## src/rtl/lpfr_pkg.sv

```systemverilog
// Shared widths, codes and state encoding for the length-prefixed frame receiver.
`default_nettype none

package lpfr_pkg;

	localparam int DATA_W = 8;
	localparam int IDX_W  = 5;
	localparam int FLEN_W = 6;
	localparam int TICK_W = 8;

	localparam logic [TICK_W-1:0] TIMEOUT_RST = 8'hFF;
	localparam logic [TICK_W-1:0] TICK_SAT    = 8'hFF;

	localparam logic OP_BYTE = 1'b0;
	localparam logic OP_TICK = 1'b1;

	typedef enum logic [2:0] {
		ST_WAIT  = 3'b001,
		ST_RECV  = 3'b010,
		ST_DRAIN = 3'b100
	} state_t;

endpackage

`default_nettype wire

```

## src/rtl/lpfr_if.sv

```systemverilog
// Valid/ready channel interfaces: input items, frame bytes out and timeout configuration.
`default_nettype none

interface lpfr_in_if;
	logic                        valid;
	logic                        ready;
	logic                        op;
	logic [lpfr_pkg::DATA_W-1:0] rx_byte;

	modport source (output valid, output op, output rx_byte, input ready);
	modport sink   (input valid, input op, input rx_byte, output ready);
endinterface

interface lpfr_out_if;
	logic                        valid;
	logic                        ready;
	logic [lpfr_pkg::DATA_W-1:0] data;
	logic [lpfr_pkg::IDX_W-1:0]  index;
	logic [lpfr_pkg::FLEN_W-1:0] frame_length;
	logic                        last;

	modport source (output valid, output data, output index, output frame_length,
		output last, input ready);
	modport sink   (input valid, input data, input index, input frame_length,
		input last, output ready);
endinterface

interface lpfr_cfg_if;
	logic                        valid;
	logic                        ready;
	logic [lpfr_pkg::TICK_W-1:0] timeout_ticks;

	modport source (output valid, output timeout_ticks, input ready);
	modport sink   (input valid, input timeout_ticks, output ready);
endinterface

`default_nettype wire

```

## src/rtl/length_prefixed_frame_receiver.sv

```systemverilog
// Length-prefixed frame receiver: frame buffer memory, receive control and drain.
//
// Channels: item (sink) carries received bytes (op = 0) and timer ticks (op = 1);
// result (source) carries one transaction per payload byte of a completed frame,
// with index, frame_length and last; cfg (sink) writes timeout_ticks, always ready.
// While waiting, a byte from 1 to FRAME_MAX opens a frame of that length. Each
// frame byte is written into the frame buffer, one item per cycle. A partial frame
// is dropped once timeout_ticks ticks arrive with no byte between them.
// The byte that completes a frame of L bytes is followed by a drain of L buffer
// reads, one per cycle while result is not stalled, through the single read port;
// the read data register is the output register. item.ready is low during the
// drain, so no new item is taken before the last read. The first result appears
// once the drain state is registered and its first read loads the output register.
// When result is stalled the drain holds; once the last read is issued, new items
// are taken while the final byte still waits in the output register.
// Reset clears the control state, the timeout to 255 and the output valid; the
// buffer contents are not cleared, as only bytes of the current frame are read.
`default_nettype none

module length_prefixed_frame_receiver #(
	parameter int FRAME_MAX = 32
) (
	input  wire          clk,
	input  wire          arst_n,
	lpfr_in_if.sink      item,
	lpfr_out_if.source   result,
	lpfr_cfg_if.sink     cfg
);

	localparam int CW    = $clog2(FRAME_MAX + 1);
	localparam int AW    = (FRAME_MAX > 1) ? $clog2(FRAME_MAX) : 1;
	localparam int EXT_W = (CW > lpfr_pkg::FLEN_W) ? CW : lpfr_pkg::FLEN_W;

	lpfr_pkg::state_t state_q;

	logic [lpfr_pkg::TICK_W-1:0] timeout_q;
	logic [lpfr_pkg::TICK_W-1:0] idle_q;
	logic [lpfr_pkg::TICK_W-1:0] idle_inc;
	logic [CW-1:0]               len_q;
	logic [CW-1:0]               cnt_q;
	logic [CW-1:0]               cnt_inc;
	logic [CW-1:0]               rd_k_q;
	logic [CW-1:0]               len_m1;
	logic                        out_valid_q;

	logic [lpfr_pkg::DATA_W-1:0] mem [FRAME_MAX];
	logic [lpfr_pkg::DATA_W-1:0] data_q;
	logic [lpfr_pkg::IDX_W-1:0]  index_q;
	logic [lpfr_pkg::FLEN_W-1:0] flen_q;
	logic                        last_q;

	logic            item_fire;
	logic            out_fire;
	logic            adv;
	logic            len_ok;
	logic            wr_en;
	logic            rd_en;
	logic [EXT_W-1:0] len_ext;
	logic [EXT_W-1:0] idx_ext;

	assign item.ready = (state_q == lpfr_pkg::ST_WAIT) || (state_q == lpfr_pkg::ST_RECV);
	assign cfg.ready  = 1'b1;
	assign item_fire  = item.valid && item.ready;
	assign out_fire   = out_valid_q && result.ready;
	assign adv        = !out_valid_q || result.ready;

	assign len_ok   = (item.rx_byte != '0) &&
		(item.rx_byte <= lpfr_pkg::DATA_W'(FRAME_MAX));
	assign idle_inc = (idle_q == lpfr_pkg::TICK_SAT) ? idle_q : idle_q + 8'd1;
	assign cnt_inc  = cnt_q + CW'(1);
	assign len_m1   = len_q - CW'(1);

	assign wr_en = item_fire && (state_q == lpfr_pkg::ST_RECV) &&
		(item.op == lpfr_pkg::OP_BYTE);
	assign rd_en = (state_q == lpfr_pkg::ST_DRAIN) && adv;

	assign len_ext = EXT_W'(len_q);
	assign idx_ext = EXT_W'(rd_k_q);

	always_ff @(posedge clk or negedge arst_n) begin
		if (!arst_n) begin
			timeout_q <= lpfr_pkg::TIMEOUT_RST;
		end else if (cfg.valid && cfg.ready) begin
			timeout_q <= cfg.timeout_ticks;
		end
	end

	always_ff @(posedge clk or negedge arst_n) begin
		if (!arst_n) begin
			state_q     <= lpfr_pkg::ST_WAIT;
			len_q       <= '0;
			cnt_q       <= '0;
			idle_q      <= '0;
			rd_k_q      <= '0;
			out_valid_q <= 1'b0;
		end else begin
			if (out_fire) begin
				out_valid_q <= 1'b0;
			end
			unique case (state_q)
				lpfr_pkg::ST_WAIT: begin
					if (item_fire && (item.op == lpfr_pkg::OP_BYTE) && len_ok) begin
						len_q   <= CW'(item.rx_byte);
						cnt_q   <= '0;
						idle_q  <= '0;
						state_q <= lpfr_pkg::ST_RECV;
					end
				end
				lpfr_pkg::ST_RECV: begin
					if (item_fire) begin
						if (item.op == lpfr_pkg::OP_TICK) begin
							if (idle_inc >= timeout_q) begin
								state_q <= lpfr_pkg::ST_WAIT;
								len_q   <= '0;
								cnt_q   <= '0;
								idle_q  <= '0;
							end else begin
								idle_q <= idle_inc;
							end
						end else begin
							idle_q <= '0;
							cnt_q  <= cnt_inc;
							if (cnt_inc == len_q) begin
								rd_k_q  <= '0;
								state_q <= lpfr_pkg::ST_DRAIN;
							end
						end
					end
				end
				lpfr_pkg::ST_DRAIN: begin
					if (adv) begin
						out_valid_q <= 1'b1;
						rd_k_q      <= rd_k_q + CW'(1);
						if (rd_k_q == len_m1) begin
							state_q <= lpfr_pkg::ST_WAIT;
							len_q   <= '0;
							cnt_q   <= '0;
							idle_q  <= '0;
						end
					end
				end
				default: begin
					state_q <= lpfr_pkg::ST_WAIT;
				end
			endcase
		end
	end

	// Frame buffer: write while receiving, read while draining; never both.
	always_ff @(posedge clk) begin
		if (wr_en) begin
			mem[cnt_q[AW-1:0]] <= item.rx_byte;
		end
		if (rd_en) begin
			data_q  <= mem[rd_k_q[AW-1:0]];
			index_q <= idx_ext[lpfr_pkg::IDX_W-1:0];
			flen_q  <= len_ext[lpfr_pkg::FLEN_W-1:0];
			last_q  <= (rd_k_q == len_m1);
		end
	end

	assign result.valid        = out_valid_q;
	assign result.data         = data_q;
	assign result.index        = index_q;
	assign result.frame_length = flen_q;
	assign result.last         = last_q;

`ifndef SYNTHESIS
	a_recv_count: assert property (@(posedge clk) disable iff (!arst_n)
		(state_q == lpfr_pkg::ST_RECV) |-> (cnt_q < len_q))
		else $error("byte count reached frame length while receiving");

	a_drain_bound: assert property (@(posedge clk) disable iff (!arst_n)
		(state_q == lpfr_pkg::ST_DRAIN) |-> (rd_k_q < len_q))
		else $error("drain read beyond frame length");

	a_port_excl: assert property (@(posedge clk) disable iff (!arst_n)
		!(wr_en && rd_en))
		else $error("frame buffer written and read in one cycle");

	a_read_shows: assert property (@(posedge clk) disable iff (!arst_n)
		rd_en |=> result.valid)
		else $error("buffer read not presented on result");
`endif

endmodule

`default_nettype wire
```

## src/flat_wrapper.sv

```systemverilog
// flat-port wrapper written by rule: the top's interface ports become plain ports
module length_prefixed_frame_receiver_flat 
#(
	parameter int FRAME_MAX = 32
)
  (clk, arst_n, item_valid, item_op, item_rx_byte, item_ready, result_valid, result_data, result_index, result_frame_length, result_last, result_ready, cfg_valid, cfg_timeout_ticks, cfg_ready);
  lpfr_in_if item_i ();
  lpfr_out_if result_i ();
  lpfr_cfg_if cfg_i ();
  input  wire clk;
  input  wire arst_n;
  input wire logic [$bits(item_i.valid)-1:0] item_valid;
  input wire logic [$bits(item_i.op)-1:0] item_op;
  input wire logic [$bits(item_i.rx_byte)-1:0] item_rx_byte;
  output wire logic [$bits(item_i.ready)-1:0] item_ready;
  output wire logic [$bits(result_i.valid)-1:0] result_valid;
  output wire logic [$bits(result_i.data)-1:0] result_data;
  output wire logic [$bits(result_i.index)-1:0] result_index;
  output wire logic [$bits(result_i.frame_length)-1:0] result_frame_length;
  output wire logic [$bits(result_i.last)-1:0] result_last;
  input wire logic [$bits(result_i.ready)-1:0] result_ready;
  input wire logic [$bits(cfg_i.valid)-1:0] cfg_valid;
  input wire logic [$bits(cfg_i.timeout_ticks)-1:0] cfg_timeout_ticks;
  output wire logic [$bits(cfg_i.ready)-1:0] cfg_ready;
  assign item_i.valid = item_valid;
  assign item_i.op = item_op;
  assign item_i.rx_byte = item_rx_byte;
  assign item_ready = item_i.ready;
  assign result_valid = result_i.valid;
  assign result_data = result_i.data;
  assign result_index = result_i.index;
  assign result_frame_length = result_i.frame_length;
  assign result_last = result_i.last;
  assign result_i.ready = result_ready;
  assign cfg_i.valid = cfg_valid;
  assign cfg_i.timeout_ticks = cfg_timeout_ticks;
  assign cfg_ready = cfg_i.ready;
  length_prefixed_frame_receiver #(.FRAME_MAX(FRAME_MAX)) u_core (.clk(clk), .arst_n(arst_n), .item(item_i), .result(result_i), .cfg(cfg_i));
endmodule
```

## config.mk

```make
export PLATFORM = sky130hd
export DESIGN_NAME = length_prefixed_frame_receiver_flat
export DESIGN_NICKNAME = d
export VERILOG_FILES = /design/src/rtl/lpfr_pkg.sv /design/src/rtl/lpfr_if.sv /design/src/rtl/length_prefixed_frame_receiver.sv /design/src/flat_wrapper.sv
export SDC_FILE = /design/constraint.sdc
export NUM_CORES = 1
export LEC_CHECK = 0
export BUFFER_PORTS_ARGS = -buffer_cell sky130_fd_sc_hd__buf_2
export CORE_ASPECT_RATIO = 1.1
export CORE_UTILIZATION = 30
export CTS_CLUSTER_SIZE = 28
export DETAILED_ROUTE_END_ITERATION = 10
export PLACE_DENSITY = 0.4
export SETUP_SLACK_MARGIN = 0.1
export SKIP_CTS_REPAIR_TIMING = 1
export SYNTH_ARGS = -nofsm -noshare
export SYNTH_HDL_FRONTEND = slang
export SYNTH_SLANG_ARGS = --single-unit
```

## constraint.sdc

```tcl
create_clock -name clk -period 4.1 [get_ports clk]
set_input_delay 0.205 -clock clk [delete_from_list [all_inputs] [get_ports clk]]
set_output_delay 0.205 -clock clk [all_outputs]
set_load 0.1 [all_outputs]
```

==> results of run 1 <==
-- layout make-up --
cell class              count  area (µm²)
clock inverters            20       152.6
repair buffers             95       653.1
flip-flops and latches    314        9255
inverters                  24       90.09
clock buffers              42       954.7
multi-input cells         343        3550
fillers                  3944       27240
well taps                 567       709.4
-- worst reg2reg max path: stages (launching register included) --
cell	delay [ns]
dfrtp_1	0.46
ha_1	0.26
and3_1	0.24
nand3_1	0.31
nand3_1	0.15
xnor2_1	0.18
ha_1	0.31
nand4_1	0.12
o311ai_0	0.62
nand2_1	0.26
and2b_1	0.37
mux2i_1	0.20
-- how the worst max path moves through the flow --
stage                     startpoint               to  slack, ns
floorplan           u_core.idle_q[0]  u_core.cnt_q[1]        1.0
global placement    u_core.idle_q[0]  u_core.cnt_q[1]       0.71
detailed placement  u_core.idle_q[0]  u_core.cnt_q[1]       0.54
CTS                 u_core.idle_q[0]  u_core.cnt_q[1]       0.53
global route        u_core.idle_q[0]  u_core.cnt_q[1]       0.18
finish              u_core.idle_q[0]  u_core.cnt_q[1]       0.54
-- logic make-up after synthesis --
family / after synthesis / share of synthesized area
flip-flops: 314 / 0.7088
other: 1 / 0.0002874
multiplexers: 96 / 0.1514
buffers and inverters: 58 / 0.01918
AND/OR/NAND/NOR: 146 / 0.05686
AO/OA/AOI/OAI: 66 / 0.03634
adder cells (fa/ha/maj): 15 / 0.01438
XOR/XNOR: 19 / 0.01275
-- layout by cell type (no fill, tap or decap), types with 17 or more instances in the layout --
cell / Yosys / final
dfrtp_1: 29 / 27
nand3_1: 17 / 17
buf_2: 8 / 43
inv_1: 24 / 24
clkbuf_16: 0 / 37
mux4_2: 80 / 80
nand2_1: 35 / 35
edfxtp_1: 276 / 276
nor2_1: 47 / 47
buf_4: 4 / 41
-- registers in the layout, summed over array words and instances, names as in the netlist, 5 cells and up --
name and count:
u_core.timeout_q 8, u_core.result.frame_length 6, u_core.mem 256, u_core.cnt_q 6
u_core.idle_q 8, u_core.len_ext 6, u_core.result.data 8, u_core.result.index 5
u_core.idx_ext 6
-- where the power goes --
group / switching, mW / internal [mW] / total, mW
Sequential: 0.293 / 3.70 / 4.00
Clock: 1.24 / 1.79 / 3.03
Combinational: 1.80 / 1.26 / 3.06
Total: 3.33 / 6.76 / 10.1
-- metal layers --
layer / part of all wire / wire, µm / GRT usage / up-vias
met5: 0 / 0 / 0 / -
met4: 0.021 / 685 / 0.04148 / 0
met2: 0.48 / 15650 / 0.2509 / 138
li1: - / - / - / 3050
met1: 0.46 / 14820 / 0.2058 / 3622
met3: 0.036 / 1168 / 0.02312 / 51
-- stage by stage --
step           power [mW]  hold WS, ns
2_1_floorplan       6.265     -0.09059
3_3_place_gp        7.159       0.3815
3_5_place_dp        7.191       0.3908
4_1_cts             10.27      -0.1712
5_1_grt             10.58      0.01570
6_report            10.09      0.01872
==> impl_metrics.tcl, run 1 <==
set metrics [dict create \
    outcome "finished, final reports clean" \
    routed_via_density 4.883 \
    io-pin-count 45 \
    slew_headroom 0.4008 \
    synth.distinct_cells 63 \
    syn2layout_area_growth_pct 17.74 \
    setup_tns_ns 0 \
    crit_chain "ha_1, and3_1, nand3_1, nand3_1, xnor2_1, ha_1, nand4_1, o311ai_0, nand2_1, and2b_1, mux2i_1" \
    die-width_um 200.9 \
    finClkSkew_ns 0.02301 \
    cpPeakStageDelay_ns 0.62 \
    slowest_stage "o311ai_0" \
    placed_area_um2 14170 \
    dp.cells 1334 \
    netlist_instances 715 \
    reg2reg_to "u_core.cnt_q[1]" \
    layout_min_cycle_time_ns 3.558 \
    r2r_slack_ns 0.54 \
    start_kind "flop" \
    drv_cap 0 \
    ys.flop_type "edfxtp_1" \
    ys_seq_area_frac 0.7088 \
    finalSetupViolations 0 \
    portBuffers 43 \
    rr_worst_depth 11 \
    stdcell_area_um2 15360 \
    ys_warn_count 0 \
    cts_tree "built" \
    yosysMostFrequentCell "edfxtp_1" \
    worstSkewPairLatency_ns 0.52 \
    worstPathBufferInverterCount 0 \
    finalHoldViolCount 0 \
    vdd_drop_max_uv 604.8 \
    setup.worst_path.end_class "flop" \
    synth_seq_cells 314 \
    clkTransAtPathRegs_ns 0.06 \
    ys_async_sr_fraction 0.1210 \
    coreArea_um2 42600 \
    critical_path.max_fanout 8 \
    fin_util 0.3607 \
    hp-start "cfg_valid" \
    synth_top_area_frac 0.6351 \
    clockBufferDepth 3 \
    numCtsBuffers 37 \
    die_area_um2 44340 \
    pre_cts_slack_ns 0.5405 \
    critical_path_depth 11 \
    grtUsageTotal 0.1508 \
    cts_sinks 314 \
    tightest_slew_ns 0.8988 \
    hold-path-cell-count 2 \
    firstDrtPassIters 5 \
    fmax_ghz 0.2810 \
    hold_path.class "in -> reg" \
    drt_iter0_drc 403 \
    cp.required_ns 4.53 \
    synth.area.top_cells "edfxtp_1, mux4_2, dfrtp_1" \
    final_nets 852 \
    syn_area_per_cell_um2 18.25 \
    drcViolationCount 0 \
    critical-path-top-delay-family "simple AND/OR/NAND/NOR gates" \
    synth_area_um2 13050 \
    grt_max_degree 55 \
    setup_slack_ns 0.5418 \
    grt_pass1_vias 7321 \
    detail-route-antenna-nets 0 \
    rsz0062_at_grt "no" \
    diodes 0 \
    synth_commonest_cells "edfxtp_1, mux4_2, nor2_1" \
    layout-drive-gt1-share 0.2995 \
    leakagePower_nw 5.177 \
    die_h_um 220.7 \
    overflow 0 \
    wl_per_cell_um 23.00 \
    globalplace.congestion 0.7540 \
    h-tree-depth 2 \
    crit_type "reg -> reg" \
    period_share 0.8679 \
    start_util 0.3063 \
    row_count 79 \
    final_cells 1405 \
    dp.final_hpwl_mm 20.66 \
    crit_arrival_ns 3.99 \
    hold_end "u_core.timeout_q[2]" \
    synth_nets 752 \
    antenna_found_initial 0 \
    p_per_area_nw_per_um2 656.5 \
    maxSlewViolCount 0 \
    route.vias.total 6861 \
    synth_edf_count 276 \
    crit-reg2reg-launch "u_core.idle_q[0]" \
    clock-root-buffer "clkbuf_16" \
    synth_top_area_cell "edfxtp_1" \
    grt_pass1_wl_mm 48.85 \
    drt_wl_total_mm 32.32 \
]
No activity file was read; power rests on OpenSTA's default activity.
==> run 2, diff against run 1 <==
--- a/config.mk
+++ b/config.mk
@@ -5,11 +5,13 @@
 export SDC_FILE = /design/constraint.sdc
 export NUM_CORES = 1
 export LEC_CHECK = 0
+export ABC_CLOCK_PERIOD_IN_PS = 4100
 export BUFFER_PORTS_ARGS = -buffer_cell sky130_fd_sc_hd__buf_2
 export CORE_ASPECT_RATIO = 1.1
 export CORE_UTILIZATION = 30
 export CTS_CLUSTER_SIZE = 28
 export DETAILED_ROUTE_END_ITERATION = 10
+export HOLD_SLACK_MARGIN = 0.03
 export PLACE_DENSITY = 0.4
 export SETUP_SLACK_MARGIN = 0.1
 export SKIP_CTS_REPAIR_TIMING = 1
==> constraint.sdc (replaced) <==
create_clock -name clk -period 4.1 [get_ports clk]
set_input_delay 0.41 -clock clk [delete_from_list [all_inputs] [get_ports clk]]
set_output_delay 0.41 -clock clk [all_outputs]
set_load 0.1 [all_outputs]
==> run 2 against run 1 <==
  * Global-route usage grew 0.28 points
  * Routed wire length is 2.8% higher
  * Via count decreased by 0.58%
  * Cell area shrank 0.68%
  * Worst setup slack worse by 0.031 ns
  * Worst hold slack better by 0.019 ns
  * Register-to-register slack worse by 0.03 ns
  * Largest power group unchanged
==> impl_metrics.tcl, run 2 (synthesized netlist as in run 1, its figures left out) <==
set metrics [dict create \
    clkTransAtPathRegs_ns 0.06 \
    placed_area_um2 14180 \
    globalplace.congestion 0.7785 \
    worstSkewPairLatency_ns 0.52 \
    rsz0062_at_grt "no" \
    mostFrequentLayoutCells "edfxtp_1, mux4_2, nor2_1, buf_2, buf_4" \
    crit_arrival_ns 3.99 \
    largest_reg_flops 256 \
    setup_slack_ns 0.5110 \
    tightest_slew_ns 1.141 \
    leakagePower_nw 5.129 \
    cp.required_ns 4.50 \
    final_cells 1401 \
    critical_path.max_fanout 8 \
    drt_iter0_drc 344 \
    final_nets 844 \
    firstDrtPassIters 5 \
    routed_via_density 4.869 \
    clockBufferDepth 3 \
    final_common_cell "edfxtp_1" \
    r2r_slack_ns 0.51 \
    grtUsageTotal 0.1536 \
    die_area_um2 44340 \
    grt_max_degree 60 \
    finClkSkew_ns 0.01660 \
    drcViolationCount 0 \
    outcome "finished, final reports clean" \
    drv_cap 0 \
    diodes 0 \
    overflow 0 \
    finalHoldViolCount 0 \
    die_h_um 220.7 \
    fmax_ghz 0.2786 \
    h-tree-depth 2 \
    start_util 0.3063 \
    coreArea_um2 42600 \
    hold_path.class "in -> async" \
    clock-root-buffer "clkbuf_16" \
    fin_util 0.3582 \
    dp.cells 1336 \
    antenna_found_initial 0 \
    stdcell_area_um2 15260 \
    start_kind "flop" \
    finalSetupViolations 0 \
    drt_wl_total_mm 33.23 \
    grt_pass1_vias 7254 \
    die-width_um 200.9 \
    p_per_area_nw_per_um2 657.4 \
    numCtsBuffers 36 \
    row_count 79 \
    grt_pass1_wl_mm 49.24 \
    cts_sinks 314 \
    dp.final_hpwl_mm 21.75 \
    portBuffers 43 \
    pre_cts_slack_ns 0.5511 \
    setup.worst_path.end_class "flop" \
    crit_type "reg -> reg" \
    setup_tns_ns 0 \
    io-pin-count 45 \
    maxSlewViolCount 0 \
    period_share 0.8754 \
    syn2layout_area_growth_pct 16.93 \
    layout-drive-gt1-share 0.2998 \
    slew_headroom 0.2390 \
    detail-route-antenna-nets 0 \
    route.vias.total 6821 \
    total_power_mw 10.03 \
    wl_per_cell_um 23.72 \
    holdWs_ns 0.03793 \
    vdd_drop_max_uv 375.9 \
    cts_tree "built" \
    layout_min_cycle_time_ns 3.589 \
]
==> run 2: cell types whose count changed in the layout (fill, tap and decap cells not counted) <==
cell / before / now
clkbuf_8: 1 / 0
buf_4: 41 / 43
bufinv_16: 2 / 1
clkinv_2: 8 / 6
clkbuf_16: 37 / 36
clkinv_1: 6 / 5
clkinv_4: 0 / 1
clkinv_8: 0 / 1
clkinvlp_4: 4 / 3
dlygate4sd3_1: 9 / 0
inv_6: 0 / 1
clkbuf_1: 4 / 11
==> run 2: area by class of cell <==
class | count | area (µm²)
Timing Repair Buffer | 88 | 578.1
Fill cell | 3962 | 27340
Multi-Input combinational cell | 343 | 3550
Tap cell | 567 | 709.4
Clock buffer | 47 | 942.2
Clock inverter | 18 | 135.1
Sequential cell | 314 | 9255
Inverter | 24 | 90.09
==> run 2: critical path, cell delays in order, from the launching register on <==
cell,delay [ns]
dfrtp_1,0.46
ha_1,0.22
and3_1,0.26
nand3_1,0.29
xnor2_1,0.25
ha_1,0.25
nand2b_1,0.14
a2111oi_0,0.62
o311ai_0,0.34
nand2_1,0.24
and2b_1,0.27
mux2i_1,0.14
==> run 2: where the power goes <==
group          switching (mW)  leakage, nW  total (mW)  internal [mW]
clock network            1.26        0.518        2.96           1.69
registers               0.347         2.96        4.05           3.70
logic                    1.77         1.65        3.02           1.25
==> run 2: final timing paths <==
kind,start,endpoint,cells past startpoint
worst max-delay path,u_core.idle_q[0],u_core.cnt_q[1],11
min in group clk,cfg_timeout_ticks[6],u_core.timeout_q[6],3
worst min register to register,u_core.timeout_q[6],u_core.timeout_q[6],2
worst min-delay path,arst_n,u_core.idle_q[3],1
worst max register to register,u_core.idle_q[0],u_core.cnt_q[1],11
max in group asynchronous,arst_n,u_core.idx_ext[0],1
==> run 2: metal layers <==
| layer | track usage | vias to the layer above | part of all wire |
|---|---|---|---|
| met4 | 0.05420 | 0 | 0.032 |
| met2 | 0.2580 | 146 | 0.49 |
| li1 | - | 3038 | - |
| met3 | 0.02592 | 50 | 0.037 |
| met5 | 0 | - | 0 |
| met1 | 0.2013 | 3587 | 0.44 |
==> run 3, diff against run 2 <==
--- a/config.mk
+++ b/config.mk
@@ -12,7 +12,6 @@
 export CTS_CLUSTER_SIZE = 28
 export DETAILED_ROUTE_END_ITERATION = 10
 export HOLD_SLACK_MARGIN = 0.03
-export PLACE_DENSITY = 0.4
 export SETUP_SLACK_MARGIN = 0.1
 export SKIP_CTS_REPAIR_TIMING = 1
 export SYNTH_ARGS = -nofsm -noshare
==> run 3 against run 2 <==
  * Total power down 1.1%
  * Critical path depth shrank 1
  * Non-clock buffer count fell by 23
  * First-iteration DRC count rose by 41%
  * Largest cell class unchanged
  * Global-route usage shrank 2.5 points
  * Die area unchanged
  * Cell count down 1.6%
==> impl_metrics.tcl, run 3 (synthesized netlist as in run 1, its figures left out) <==
set metrics [dict create \
    grt_max_degree 65 \
    final_cells 1378 \
    numCtsBuffers 35 \
    finalHoldViolCount 0 \
    outcome "finished, final reports clean" \
    h-tree-depth 2 \
    row_count 79 \
    critical_path.max_fanout 8 \
    tightest_slew_ns 1.205 \
    start_kind "flop" \
    dp.cells 1313 \
    die_h_um 220.7 \
    antenna_found_initial 0 \
    drcViolationCount 0 \
    hold_path.class "in -> async" \
    startpoint "u_core.idle_q[0]" \
    grt_pass1_wl_mm 42.97 \
    firstDrtPassIters 5 \
    globalplace.congestion 0.7682 \
    setup.worst_path.end_class "flop" \
    final_nets 820 \
    start_util 0.3063 \
    layout_min_cycle_time_ns 3.560 \
    cts_sinks 314 \
    io-pin-count 45 \
    finalSetupViolations 0 \
    die_area_um2 44340 \
    drt_iter0_drc 485 \
    clockBufferDepth 3 \
    vdd_drop_max_uv 330.2 \
    overflow 0 \
    mostFrequentLayoutCells "edfxtp_1, mux4_2, nor2_1, buf_2, clkbuf_16" \
    maxSlewViolCount 0 \
    fmax_ghz 0.2809 \
    r2r_slack_ns 0.54 \
    routed_via_density 4.811 \
    coreArea_um2 42600 \
    crit_type "reg -> reg" \
    cp.required_ns 4.49 \
    layout-drive-gt1-share 0.2802 \
    rsz0062_at_grt "no" \
    final_common_cell "edfxtp_1" \
    rr_worst_depth 10 \
    syn2layout_area_growth_pct 15.85 \
    fill_cells 3919 \
    worstSkewPairLatency_ns 0.51 \
    grtUsageTotal 0.1283 \
    total_power_mw 9.916 \
    slew_headroom 0.1966 \
    leakagePower_nw 5.031 \
    dp.final_hpwl_mm 17.44 \
    crit_arrival_ns 3.95 \
    portBuffers 43 \
    reg2reg_to "u_core.cnt_q[1]" \
    detail-route-antenna-nets 0 \
    route.vias.total 6629 \
    p_per_area_nw_per_um2 655.9 \
    crit-reg2reg-launch "u_core.idle_q[0]" \
    largest_reg_flops 256 \
    drv_cap 0 \
    clkTransAtPathRegs_ns 0.06 \
    die-width_um 200.9 \
    grt_pass1_vias 6741 \
    cts_tree "built" \
    cp-endpoint "u_core.cnt_q[1]" \
    period_share 0.8684 \
    clock-root-buffer "clkbuf_16" \
    wl_per_cell_um 20.29 \
    holdWs_ns 0.03551 \
    finClkSkew_ns 0.02311 \
    drt_wl_total_mm 27.96 \
    setup_tns_ns 0 \
]
## run 3: power by group
part	total, mW	switching, mW	internal [mW]	leakage [nW]
Clock	2.96	1.22	1.75	0.535
Combinational	2.98	1.73	1.25	1.53
Sequential	3.97	0.268	3.70	2.96
Total	9.92	3.21	6.71	5.03
## run 3: critical path, stage by stage, from the launching register on
cell       delay [ns]
dfrtp_1          0.45
ha_1             0.25
and3_1           0.23
nand3_1          0.28
mux2_2           0.39
ha_1             0.28
a2111oi_0        0.60
o311ai_0         0.35
nand2_1          0.23
and2b_1          0.26
mux2i_1          0.13
## run 3: worst min-delay path by stage
stage,end,slack [ns],start,cells past startpoint
2_1_floorplan,u_core.cnt_q[0],0.11,arst_n,0
3_3_place_gp,u_core.timeout_q[2],0.51,u_core.timeout_q[2],2
3_5_place_dp,u_core.timeout_q[1],0.51,u_core.timeout_q[1],2
4_1_cts,u_core.idle_q[7],0.05,arst_n,1
5_1_grt,u_core.idle_q[3],0.09,arst_n,1
6_report,u_core.idle_q[0],0.04,arst_n,1
## run 3: metrics by stage
stage                     area [µm²]  setup slack, ns  utilization
after detailed placement       14020           0.6444       0.3291
final                          15120           0.5396       0.3549
after global placement         14020           0.7009       0.3291
after CTS                      15120           0.6284       0.3548
after global routing           15120           0.2881       0.3548
after floorplan                13050           0.9952            -
## run 3: routing by layer
layer,up-vias,share of wire,global-route usage
met1,3427,0.45,0.1773
met5,-,0,0
met3,31,0.049,0.02239
met2,172,0.48,0.2095
li1,2999,-,-
met4,0,0.017,0.03384
## run 3: area by class of cell
| cell class | instances | area (µm²) | share of cell area |
|---|---|---|---|
| clock buffers | 45 | 934.6 | 0.06182 |
| multi-input cells | 343 | 3550 | 0.2348 |
| inverters | 24 | 90.09 | 0.005959 |
| repair buffers | 65 | 417.9 | 0.02764 |
| well taps | 567 | 709.4 | 0.04693 |
| flip-flops and latches | 314 | 9255 | 0.6122 |
| diodes | 1 | 2.502 | 0.0001655 |
| clock inverters | 19 | 158.9 | 0.01051 |
